File: src/rtl/irat_pkg.sv
`timescale 1ns / 1ps
// ----------------------------------------------------------------------------
// irat_pkg
// Shared types and operation codes of the interval range assign table.
// ----------------------------------------------------------------------------
package irat_pkg;

  typedef logic [0:0] op_t;

  localparam op_t OP_ASSIGN = 1'b0;
  localparam op_t OP_LOOKUP = 1'b1;

endpackage

File: src/rtl/irat_mem.sv
`timescale 1ns / 1ps
// ----------------------------------------------------------------------------
// irat_mem
// Breakpoint store: one write port, one read port, registered read data.
// ----------------------------------------------------------------------------
module irat_mem #(
  parameter int DEPTH = 64,
  parameter int WIDTH = 24
) (
  input  logic                     clk,
  input  logic                     we,
  input  logic [$clog2(DEPTH)-1:0] waddr,
  input  logic [WIDTH-1:0]         wdata,
  input  logic [$clog2(DEPTH)-1:0] raddr,
  output logic [WIDTH-1:0]         rdata
);

  logic [WIDTH-1:0] mem [DEPTH];

  always_ff @(posedge clk) begin
    if (we) begin
      mem[waddr] <= wdata;
    end
    rdata <= mem[raddr];
  end

endmodule

File: src/rtl/irat_ctrl.sv
`timescale 1ns / 1ps
// ----------------------------------------------------------------------------
// irat_ctrl
// Sequencer: scans the store, then shifts the tail and writes the new
// breakpoints of an assign in place.
// ----------------------------------------------------------------------------
module irat_ctrl #(
  parameter int ENTRIES    = 64,
  parameter int KEY_BITS   = 16,
  parameter int VALUE_BITS = 8
) (
  input  logic                            clk,
  input  logic                            rst,
  input  logic                            start,
  input  irat_pkg::op_t                   op,
  input  logic [KEY_BITS-1:0]             key_lo,
  input  logic [KEY_BITS-1:0]             key_hi,
  input  logic [VALUE_BITS-1:0]           new_value,
  input  logic [VALUE_BITS-1:0]           default_value,
  output logic                            busy,
  output logic                            done,
  output logic [VALUE_BITS-1:0]           value_out,
  output logic                            overflow,
  output logic [$clog2(ENTRIES+1)-1:0]    used_entries,
  output logic                            mem_we,
  output logic [$clog2(ENTRIES)-1:0]      mem_waddr,
  output logic [KEY_BITS+VALUE_BITS-1:0]  mem_wdata,
  output logic [$clog2(ENTRIES)-1:0]      mem_raddr,
  input  logic [KEY_BITS+VALUE_BITS-1:0]  mem_rdata
);
  import irat_pkg::*;

  localparam int AW = $clog2(ENTRIES);
  localparam int CW = $clog2(ENTRIES+1);

  localparam logic [2:0] S_IDLE    = 3'd0;
  localparam logic [2:0] S_SCAN    = 3'd1;
  localparam logic [2:0] S_DECIDE  = 3'd2;
  localparam logic [2:0] S_COPY_RD = 3'd3;
  localparam logic [2:0] S_COPY_WR = 3'd4;
  localparam logic [2:0] S_WR_LO   = 3'd5;
  localparam logic [2:0] S_WR_HI   = 3'd6;
  localparam logic [2:0] S_FIN     = 3'd7;

  logic [2:0]            state;
  logic [CW-1:0]         cnt;
  logic [CW-1:0]         ptr;
  logic                  rv;
  logic [CW-1:0]         p;
  logic [CW-1:0]         q;
  logic [CW-1:0]         remain;
  logic [CW:0]           dst_base;
  logic                  desc;
  logic                  add_lo;
  logic                  add_hi;
  logic [CW:0]           n;
  op_t                   op_q;
  logic [KEY_BITS-1:0]   lo_q;
  logic [KEY_BITS-1:0]   hi_q;
  logic [VALUE_BITS-1:0] v_q;
  logic [VALUE_BITS-1:0] before_lo;
  logic [VALUE_BITS-1:0] at_hi;
  logic [VALUE_BITS-1:0] look;
  logic [KEY_BITS-1:0]   rkey;
  logic [VALUE_BITS-1:0] rval;
  logic                  a_c;
  logic                  b_c;
  logic [CW:0]           n_c;
  logic [CW:0]           dst_c;

  assign rkey = mem_rdata[KEY_BITS+VALUE_BITS-1:VALUE_BITS];
  assign rval = mem_rdata[VALUE_BITS-1:0];
  assign a_c  = (before_lo != v_q);
  assign b_c  = (at_hi != v_q);
  assign n_c  = {1'b0, p} + {{CW{1'b0}}, a_c} + {{CW{1'b0}}, b_c}
              + ({1'b0, cnt} - {1'b0, q});
  assign dst_c = {1'b0, ptr} + dst_base - {1'b0, q};

  assign busy         = (state != S_IDLE);
  assign done         = (state == S_FIN);
  assign used_entries = cnt;

  always_comb begin
    mem_we    = 1'b0;
    mem_waddr = dst_c[AW-1:0];
    mem_wdata = mem_rdata;
    mem_raddr = ptr[AW-1:0];
    unique case (state)
      S_COPY_WR: mem_we = 1'b1;
      S_WR_LO: begin
        mem_we    = add_lo;
        mem_waddr = p[AW-1:0];
        mem_wdata = {lo_q, v_q};
      end
      S_WR_HI: begin
        mem_we    = add_hi;
        mem_waddr = AW'(p + CW'(add_lo));
        mem_wdata = {hi_q, at_hi};
      end
      default: ;
    endcase
  end

  always_ff @(posedge clk) begin
    if (rst) begin
      state    <= S_IDLE;
      cnt      <= '0;
      rv       <= 1'b0;
      overflow <= 1'b0;
      value_out <= '0;
    end else begin
      unique case (state)
        S_IDLE: begin
          if (start) begin
            op_q      <= op;
            lo_q      <= key_lo;
            hi_q      <= key_hi;
            v_q       <= new_value;
            before_lo <= default_value;
            at_hi     <= default_value;
            look      <= default_value;
            ptr       <= '0;
            rv        <= 1'b0;
            p         <= '0;
            q         <= '0;
            state     <= S_SCAN;
          end
        end
        S_SCAN: begin
          if (rv) begin
            if (rkey < lo_q) begin
              before_lo <= rval;
              p         <= p + 1'b1;
            end
            if (rkey <= hi_q) begin
              at_hi <= rval;
              q     <= q + 1'b1;
            end
            if (rkey <= lo_q) begin
              look <= rval;
            end
          end
          if (ptr != cnt) begin
            ptr <= ptr + 1'b1;
            rv  <= 1'b1;
          end else begin
            rv <= 1'b0;
            if (!rv) begin
              state <= S_DECIDE;
            end
          end
        end
        S_DECIDE: begin
          value_out <= (op_q == OP_LOOKUP) ? look : '0;
          overflow  <= (op_q != OP_LOOKUP) && (hi_q > lo_q)
                       && (n_c > (CW+1)'(ENTRIES));
          add_lo    <= a_c;
          add_hi    <= b_c;
          n         <= n_c;
          dst_base  <= {1'b0, p} + {{CW{1'b0}}, a_c} + {{CW{1'b0}}, b_c};
          remain    <= cnt - q;
          if (op_q == OP_LOOKUP) begin
            state     <= S_FIN;
          end else if (hi_q <= lo_q) begin
            state <= S_FIN;
          end else if (n_c > (CW+1)'(ENTRIES)) begin
            state    <= S_FIN;
          end else if (cnt == q) begin
            state <= S_WR_LO;
          end else begin
            desc <= (({1'b0, p} + {{CW{1'b0}}, a_c} + {{CW{1'b0}}, b_c}) > {1'b0, q});
            if (({1'b0, p} + {{CW{1'b0}}, a_c} + {{CW{1'b0}}, b_c}) > {1'b0, q}) begin
              ptr <= cnt - 1'b1;
            end else begin
              ptr <= q;
            end
            state <= S_COPY_RD;
          end
        end
        S_COPY_RD: state <= S_COPY_WR;
        S_COPY_WR: begin
          remain <= remain - 1'b1;
          ptr    <= desc ? ptr - 1'b1 : ptr + 1'b1;
          state  <= (remain == CW'(1)) ? S_WR_LO : S_COPY_RD;
        end
        S_WR_LO: state <= S_WR_HI;
        S_WR_HI: begin
          cnt   <= n[CW-1:0];
          state <= S_FIN;
        end
        S_FIN: state <= S_IDLE;
        default: state <= S_IDLE;
      endcase
    end
  end

endmodule

File: src/rtl/interval_range_assign_table_top.sv
`timescale 1ns / 1ps
// ----------------------------------------------------------------------------
// interval_range_assign_table_top
// Sorted breakpoint table mapping keys to values, with range assign and
// lookup commands.
// ----------------------------------------------------------------------------
// A command is taken when start is high and busy is low. Every command gives
// one result, shown for a single cycle with done high; the receiver cannot
// stall it. Each command first scans the table through the memory's read
// port. A lookup or a refused or empty assign then goes on to decide and
// finish; an assign that goes through decides, moves each breakpoint above
// key_hi (read, write back), writes the new edges and finishes, and busy
// then falls in the idle state, where the next command is taken.
// ----------------------------------------------------------------------------
module interval_range_assign_table_top #(
  parameter int ENTRIES    = 64,
  parameter int KEY_BITS   = 16,
  parameter int VALUE_BITS = 8
) (
  input  logic                         clk,
  input  logic                         rst,
  input  logic                         start,
  output logic                         busy,
  input  irat_pkg::op_t                op,
  input  logic [KEY_BITS-1:0]          key_lo,
  input  logic [KEY_BITS-1:0]          key_hi,
  input  logic [VALUE_BITS-1:0]        new_value,
  output logic                         done,
  output logic [VALUE_BITS-1:0]        value_out,
  output logic                         overflow,
  output logic [$clog2(ENTRIES+1)-1:0] used_entries,
  input  logic                         cfg_valid,
  output logic                         cfg_ready,
  input  logic [VALUE_BITS-1:0]        cfg_data
);
  import irat_pkg::*;

  localparam int AW = $clog2(ENTRIES);
  localparam int MW = KEY_BITS + VALUE_BITS;

  logic [VALUE_BITS-1:0] default_value;
  logic                  mem_we;
  logic [AW-1:0]         mem_waddr;
  logic [MW-1:0]         mem_wdata;
  logic [AW-1:0]         mem_raddr;
  logic [MW-1:0]         mem_rdata;

  assign cfg_ready = 1'b1;

  always_ff @(posedge clk) begin
    if (rst) begin
      default_value <= '0;
    end else if (cfg_valid && cfg_ready) begin
      default_value <= cfg_data;
    end
  end

  irat_mem #(
    .DEPTH (ENTRIES),
    .WIDTH (MW)
  ) u_mem (
    .clk   (clk),
    .we    (mem_we),
    .waddr (mem_waddr),
    .wdata (mem_wdata),
    .raddr (mem_raddr),
    .rdata (mem_rdata)
  );

  irat_ctrl #(
    .ENTRIES    (ENTRIES),
    .KEY_BITS   (KEY_BITS),
    .VALUE_BITS (VALUE_BITS)
  ) u_ctrl (
    .clk           (clk),
    .rst           (rst),
    .start         (start),
    .op            (op),
    .key_lo        (key_lo),
    .key_hi        (key_hi),
    .new_value     (new_value),
    .default_value (default_value),
    .busy          (busy),
    .done          (done),
    .value_out     (value_out),
    .overflow      (overflow),
    .used_entries  (used_entries),
    .mem_we        (mem_we),
    .mem_waddr     (mem_waddr),
    .mem_wdata     (mem_wdata),
    .mem_raddr     (mem_raddr),
    .mem_rdata     (mem_rdata)
  );

endmodule
File: config.mk
export PLATFORM = sky130hd
export DESIGN_NAME = interval_range_assign_table_top
export DESIGN_NICKNAME = d
export VERILOG_FILES = /design/src/rtl/irat_pkg.sv /design/src/rtl/irat_mem.sv /design/src/rtl/irat_ctrl.sv /design/src/rtl/interval_range_assign_table_top.sv
export SDC_FILE = /design/constraint.sdc
export NUM_CORES = 2
export LEC_CHECK = 0
export ABC_AREA = 1
export BUFFER_PORTS_ARGS = -buffer_cell sky130_fd_sc_hd__buf_2
export CAP_MARGIN = 25
export CORE_ASPECT_RATIO = 1.2
export CORE_UTILIZATION = 61
export DETAILED_ROUTE_END_ITERATION = 10
export PLACE_DENSITY = 0.74
export SYNTH_ARGS = -nofsm -noshare
export SYNTH_HDL_FRONTEND = slang
export SYNTH_SLANG_ARGS = --single-unit
File: constraint.sdc
create_clock -name clk -period 5 [get_ports clk]
set_input_delay 0.5 -clock clk [delete_from_list [all_inputs] [get_ports clk]]
set_output_delay 0.5 -clock clk [all_outputs]
set_load 0.02 [all_outputs]
Word-level counts from Yosys, hierarchy flattened
Memories as Yosys holds them, arrays and structs flattened. A register that Yosys moved wholly into a read port is not among the register bits.
Cells that the tools add are included.
Storage, ports and cells
  bits in registers: 137
  RAM bits: 1536
  input bits: 53
  output and inout port bits: 19
  logic and storage cells: 134
  memories kept: 1
Memory list
  u_mem.mem: depth 64, bits a word 24, rd ports 1, clocked after memory_dff 1, write ports 1, line irat_mem.sv:18  | logic [WIDTH-1:0] mem [DEPTH];
Operators by class
  add/sub/neg operators: 14
  order comparisons: 7
  equality and inequality tests: 24
  mux-type cells: 44
  bitwise operators: 5
  reduce and logical (&&, ||, !) cells: 17
Operators with widths (count)
  2-to-1 mux 7 bit: 12
  2-to-1 mux 8 bit: 8
  <= comparator 16 bit: 3
  case mux 24 bit (2 select lines): 1
  case mux 8 bit (2 select lines): 3
  case mux 7 bit (2 select lines): 3
  case mux 7 bit (4 select lines): 1
  2-to-1 mux 3 bit: 8
  case mux 3 bit (8 select lines): 1
  adder 7 x 1 -> 7 bit, second input constant: 3
  subtractor 7 x 1 -> 7 bit, second input constant: 3
  greater-than comparator 16 bit: 1
  < comparator 16 bit: 1
  != test 8 bit: 2
  AND reduction 5 bit: 3
  != test 2 bit, second input constant: 7
  equality test 3 bit, second input constant: 4
  case mux 6 bit (2 select lines): 1
  != test 2 x 1 -> 1 bit, second input constant: 5
  adder 7 x 1 -> 8 bit: 1
  adder 8 x 1 -> 8 bit: 1
  adder 8 bit: 1
  greater-than comparator 8 x 7 -> 1 bit: 1
  greater-than comparator 8 x 7 -> 1 bit, second input constant: 1
  other kinds (23): 36

Longest topological paths before layout
  word-level depth: 10
  gate-level depth with buffers: 23
  gate-level depth less buffers: 23

Cells and area by module
From an unflattened synthesis, not the netlist that was laid out.
Unflattened totals
  cells, all modules: 6292
  area total of the unflattened synthesis: 71935.2 µm²
By module, submodules not included
  irat_mem: instances 1, cells an instance 5244, area each 62802.7 µm², seq. area each 46604.7 µm²
  irat_ctrl: instances 1, cells an instance 995, area each 8779.7 µm², seq. area each 3673.5 µm²
  interval_range_assign_table_top: instances 1, cells an instance 53, area each 352.8 µm², seq. area each 160.2 µm²

Least setup slack after synthesis
Ideal clock, no wire load.
  path type: flip-flop to flip-flop
  start point: register u_ctrl.v_q[6]
  end point: register u_ctrl.ptr[0], enable pin
  setup time: 360 ps
  data arrival time: 4042 ps
  required time: 4640 ps
  setup slack: 598 ps
  stages on the path, launching flop included: 21
  path buffers: 0
  clock period less this slack: 4402 ps
  cells stage by stage: edfxtp_1 > xnor2_1 > nand2_1 > or4_1 > fa_1 > ha_1 > nand2_1 > xor2_1 > fa_1 > ha_1 > a21oi_1 > nor2_1 > nor2_1 > nand2_1 > nand2_1 > nand2_1 > a21oi_1 > nand2_1 > nand2_1 > nand2_1 > nor2_1
On the way
  word-level cells in the longest chain between the ends: 7
  elaborated cells between the ends (all ways): 8
  those cells by class: add/sub (3); order compare (1); eq/ne (3); reduce/logical (1)
Ends and longest elaborated chain
  from (decl): line irat_ctrl.sv:60  | logic [VALUE_BITS-1:0] v_q;
  from (signal assigned): line irat_ctrl.sv:118  | v_q <= new_value;
  != test 8 bit: line irat_ctrl.sv:73  | assign a_c = (before_lo != v_q);
  net u_ctrl.a_c: line irat_ctrl.sv:66  | logic a_c;
  adder 7 x 1 -> 8 bit: line irat_ctrl.sv:75  | assign n_c = {1'b0, p} + {{CW{1'b0}}, a_c} + {{CW{1'b0}}, b_c}
  adder 8 x 1 -> 8 bit
  adder 8 bit: line irat_ctrl.sv:76  | + ({1'b0, cnt} - {1'b0, q});
  greater-than comparator 8 x 7 -> 1 bit: line irat_ctrl.sv:166  | end else if (n_c > (CW+1)'(ENTRIES)) begin
  != test 2 bit (no source line)
  AND reduction 8 bit (no source line)
  to (signal assigned): line irat_ctrl.sv:173  | ptr <= cnt - 1'b1;
  to (signal assigned): line irat_ctrl.sv:175  | ptr <= q;
  to (signal assigned): line irat_ctrl.sv:183  | ptr <= desc ? ptr - 1'b1 : ptr + 1'b1;
  to (decl): line irat_ctrl.sv:47  | logic [CW-1:0] ptr;
The timed path passes the listed nets, and every way through them passes these cells.
A chain may end at the register's enable or synchronous reset.

Worst setup path in the final report
  start point: register u_ctrl.v_q[3]
  end point: register u_ctrl.ptr[0], enable pin
The elaborated chain is that of the path after synthesis.

==> results.sh <==
export IMPL_min_period_ps=4672
export IMPL_cp_end_kind="register"
export IMPL_nFillCells=7688
export IMPL_die_w_um=312.2
export IMPL_drv_cap=0
export IMPL_io_buffers=70
export IMPL_cpPeakStageDelay_ps=470
export IMPL_antenna_found_initial=11
export IMPL_fin_worst_skew_ps=39.64
export IMPL_yosys_area_top_type="edfxtp_1"
export IMPL_finalCritPeriodShare_pct=93.44
export IMPL_placementRows=136
export IMPL_cts_tree="built"
export IMPL_htreeDepth=4
export IMPL_vias=46470
export IMPL_slew_violations=0
export IMPL_gr_total_overflow=0
export IMPL_grt_pass1_wl_mm=283.9
export IMPL_synth_top_family_by_area="simple AND/OR/NAND/NOR gates"
export IMPL_grt_max_degree=174
export IMPL_whs_ps=53.77
export IMPL_critPathKind="reg2reg"
export IMPL_hold_end="default_value[0]$_SDFFE_PP0P_"
export IMPL_synth_seq_cells=1697
export IMPL_io_pins=72
export IMPL_grt_pass1_vias=44440
export IMPL_fmax_ghz=0.2140
export IMPL_cts_buffers=161
export IMPL_grt_usage_pct=33.29
export IMPL_synth_cells=5755
export IMPL_fp_dieArea_um2=116900
export IMPL_relSlewSlack_pct=27.90
export IMPL_worst_path_max_delay_cell="edfxtp_1"
export IMPL_synth_xor_area_share_pct=0.5967
export IMPL_crit_arrival_ps=5180
export IMPL_die_h_um=374.3
export IMPL_syn_area_per_cell_um2=12.24
export IMPL_hpwl_mm=114.5
export IMPL_startpoint_type="register"
export IMPL_required_ps=5510
export IMPL_hold_start="cfg_valid"
export IMPL_worst_slew_pin_slew_ps=1081
export IMPL_finalSetupTns_ps=0
export IMPL_critPathLaunch="u_ctrl.v_q[3]$_DFFE_PP_"
export IMPL_peakVddDrop_uv=365.7
export IMPL_synthToLayoutAreaGrowth_pct=12.36
export IMPL_leakagePower_nw=29.21
export IMPL_yosys_area_share_simple_pct=13.60
export IMPL_setup_violations=0
export IMPL_drtAntennaViolNets=0
export IMPL_syn_nets=5906
export IMPL_seq_area_frac_synth_pct=71.60
export IMPL_r2r_end="u_ctrl.ptr[0]$_DFFE_PP_"
export IMPL_ys_flop_type="edfxtp_1"
export IMPL_synth_top_area_share_pct=70.12
export IMPL_synthTopCellsByArea="edfxtp_1 70%, nand2_1 11%, a21oi_1 2.8%"
export IMPL_final_layout_size_suffix_gt1_share_pct=9.489
export IMPL_reg2reg_from="u_ctrl.v_q[3]$_DFFE_PP_"
export IMPL_hold_viol_final=0
export IMPL_firstDrtPassIters=7
export IMPL_holdPathStages=3
export IMPL_fin_nets=6049
export IMPL_regToRegSetupSlack_ps=330
export IMPL_synth_compound_area_share_pct=7.303
export IMPL_cts_sinks=1697
export IMPL_r2r_cells=21
export IMPL_drtIter0Drc=6388
export IMPL_cp_max_fo=7
export IMPL_status="complete, no violations"
export IMPL_wl_per_cell_um=25.90
export IMPL_utilization_pct=69.12
export IMPL_core_area_um2=114500
export IMPL_wl_mm=195.5
export IMPL_place_congestion=0.9364
export IMPL_hold_path_class="in2reg"
export IMPL_root_buffer="clkbuf_16"
export IMPL_cellPowerDensity_nw_per_um2=467.2
export IMPL_drc=0
export IMPL_clk_latency_ps=820
export IMPL_synth_edf_count=1645
export IMPL_synth_area_mux_share_pct=2.344
export IMPL_ctsLongestPathBuffers=3
export IMPL_synthAdderAreaFrac_pct=1.890
export IMPL_viasPerCell=6.157
export IMPL_clk_pin_slew_worst_paths_ps=70
export IMPL_synth_area_um2=70450
export IMPL_synth_async_reset_ratio_pct=0
export IMPL_yosys_warnings=0
export IMPL_initial_core_util_pct=61.52
export IMPL_cp_common_cell="nand2_1"
export IMPL_synth_distinct_cells=57
export IMPL_crit_chain="xnor2_2 > nand4_1 > or4_4 > fa_1 > ha_1 > nand2_1 > nor3_1 > xor2_1 > fa_1 > ha_1 > nand2_1 > nor2_1 > nand3_1 > nand4_1 > nand2_1 > a21oi_1 > nand2_1 > nand2_1 > nand2_1 > nor2_1 > buf_4"
worst max-delay path: cells and delay by family (launching register included):
kind	cells	cell delay [ps]
AND/OR/NAND/NOR	13	1610
buffers and inverters	1	170
adder cells (fa/ha/maj)	4	1480
flip-flops	1	470
AO/OA/AOI/OAI	1	150
XOR/XNOR	2	440
registers in the layout, indices dropped and copies added, names as in the netlist, 3 cells and up:
name	count
u_ctrl.ptr	7
default_value	8
u_ctrl.state	3
u_ctrl.used_entries	7
u_ctrl.v_q	8
u_ctrl.dst_base	6
u_ctrl.p	7
u_ctrl.before_lo	8
u_ctrl.remain	7
u_ctrl.value_out	8
u_ctrl.hi_q	16
u_ctrl.lo_q	16
u_ctrl.q	7
u_mem.rdata	24
u_ctrl.at_hi	8
u_ctrl.look	8
u_mem.mem	1536
u_ctrl.n	7
cell type report:
cell class                 instances  area, µm²  area share (%)
sequential                      1697      50440           63.72
multi-input combinational       3597      18630           23.54
clock buffer                     203       4282           5.409
timing repair buffer             278       2360           2.981
tap                             1518       1899           2.400
clock inverter                    90      910.9           1.151
inverter                         163      626.9          0.7919
antenna                            2      5.005        0.006323
kinds of logic after synthesis:
group | count (synthesis)
buffers and inverters | 461
DFF | 1697
and+or+nand+nor | 2445
AOI/OAI and AO/OA | 840
other | 1
adders and majority gates | 98
xor gates and xnor gates | 48
muxes | 165
layer usage:
metal  routed length, µm  up-vias  global-route usage (%)
met4               12370        6                   19.24
met3               20870      534                   6.192
met2               91300     2907                   52.05
met1               70890    22400                   43.99
met5                  52        -                       0
li1                    -    20630                       -
what timing repair did:
action | 4_1_cts | 5_1_grt
endpoints found under the hold margin | 49 | 0
gates resized for setup | 0 | 4
endpoints found under the setup margin | 0 | 7
hold buffers | 49 | 0
buffers inserted | 0 | 2
cells in the final DEF, fill, tap and decap left out, drive strengths merged, types with 20 or more instances in the layout:
cell | netlist | final
a21boi | 144 | 144
a21oi | 399 | 399
buf | 139 | 229
clkbuf | 159 | 203
clkinv | 1 | 65
dfxtp | 52 | 52
dlygate4sd3 | 0 | 49
edfxtp | 1645 | 1645
ha | 84 | 84
inv | 162 | 168
mux2i | 165 | 165
nand2 | 1989 | 1989
nand3 | 146 | 146
nor2 | 263 | 263
nor3 | 20 | 20
o2111ai | 68 | 68
o21ai | 58 | 58
o22ai | 121 | 121
xor2 | 31 | 31
cell usage after synthesis, drive strengths merged (5+ instances only):
cell type	number
a21boi	144
xor2	31
o22ai	121
o2111ai	68
o211ai	13
buf	139
o221ai	16
a21oi	399
nor2	263
ha	84
clkbuf	159
edfxtp	1645
nand2	1989
xnor2	17
inv	162
fa	14
nand3	146
nor4	5
nor3	20
dfxtp	52
mux2i	165
nand4	13
o21ai	58
worst max-delay path by stage:
stage | cells past startpoint | end
4_1_cts | 21 | u_ctrl.ptr[0]$_DFFE_PP_
2_1_floorplan | 20 | u_ctrl.ptr[0]$_DFFE_PP_
5_1_grt | 21 | u_ctrl.ptr[5]$_DFFE_PP_
3_3_place_gp | 21 | u_ctrl.ptr[0]$_DFFE_PP_
3_5_place_dp | 21 | u_ctrl.ptr[0]$_DFFE_PP_
6_report | 21 | u_ctrl.ptr[0]$_DFFE_PP_
per-stage QoR:
step | total power, mW | area (µm²) | setup WS (ps) | instances
2_1_floorplan | 21.65 | 70450 | 598.1 | 5755
3_3_place_gp | 24.68 | 73310 | 226.3 | 7196
3_5_place_dp | 24.87 | 73390 | 252.2 | 7200
4_1_cts | 36.79 | 79070 | 190.1 | 7542
5_1_grt | 37.92 | 79150 | -36.43 | 7546
6_report | 36.98 | 79150 | 327.8 | 7548
power by group:
part           total, mW  switching [mW]  internal, mW
clock network       12.1            5.25          6.86
logic               7.49            5.86          1.63
registers           17.4           0.143          17.2
total               37.0            11.3          25.7
(Power assumes the default switching activity.)
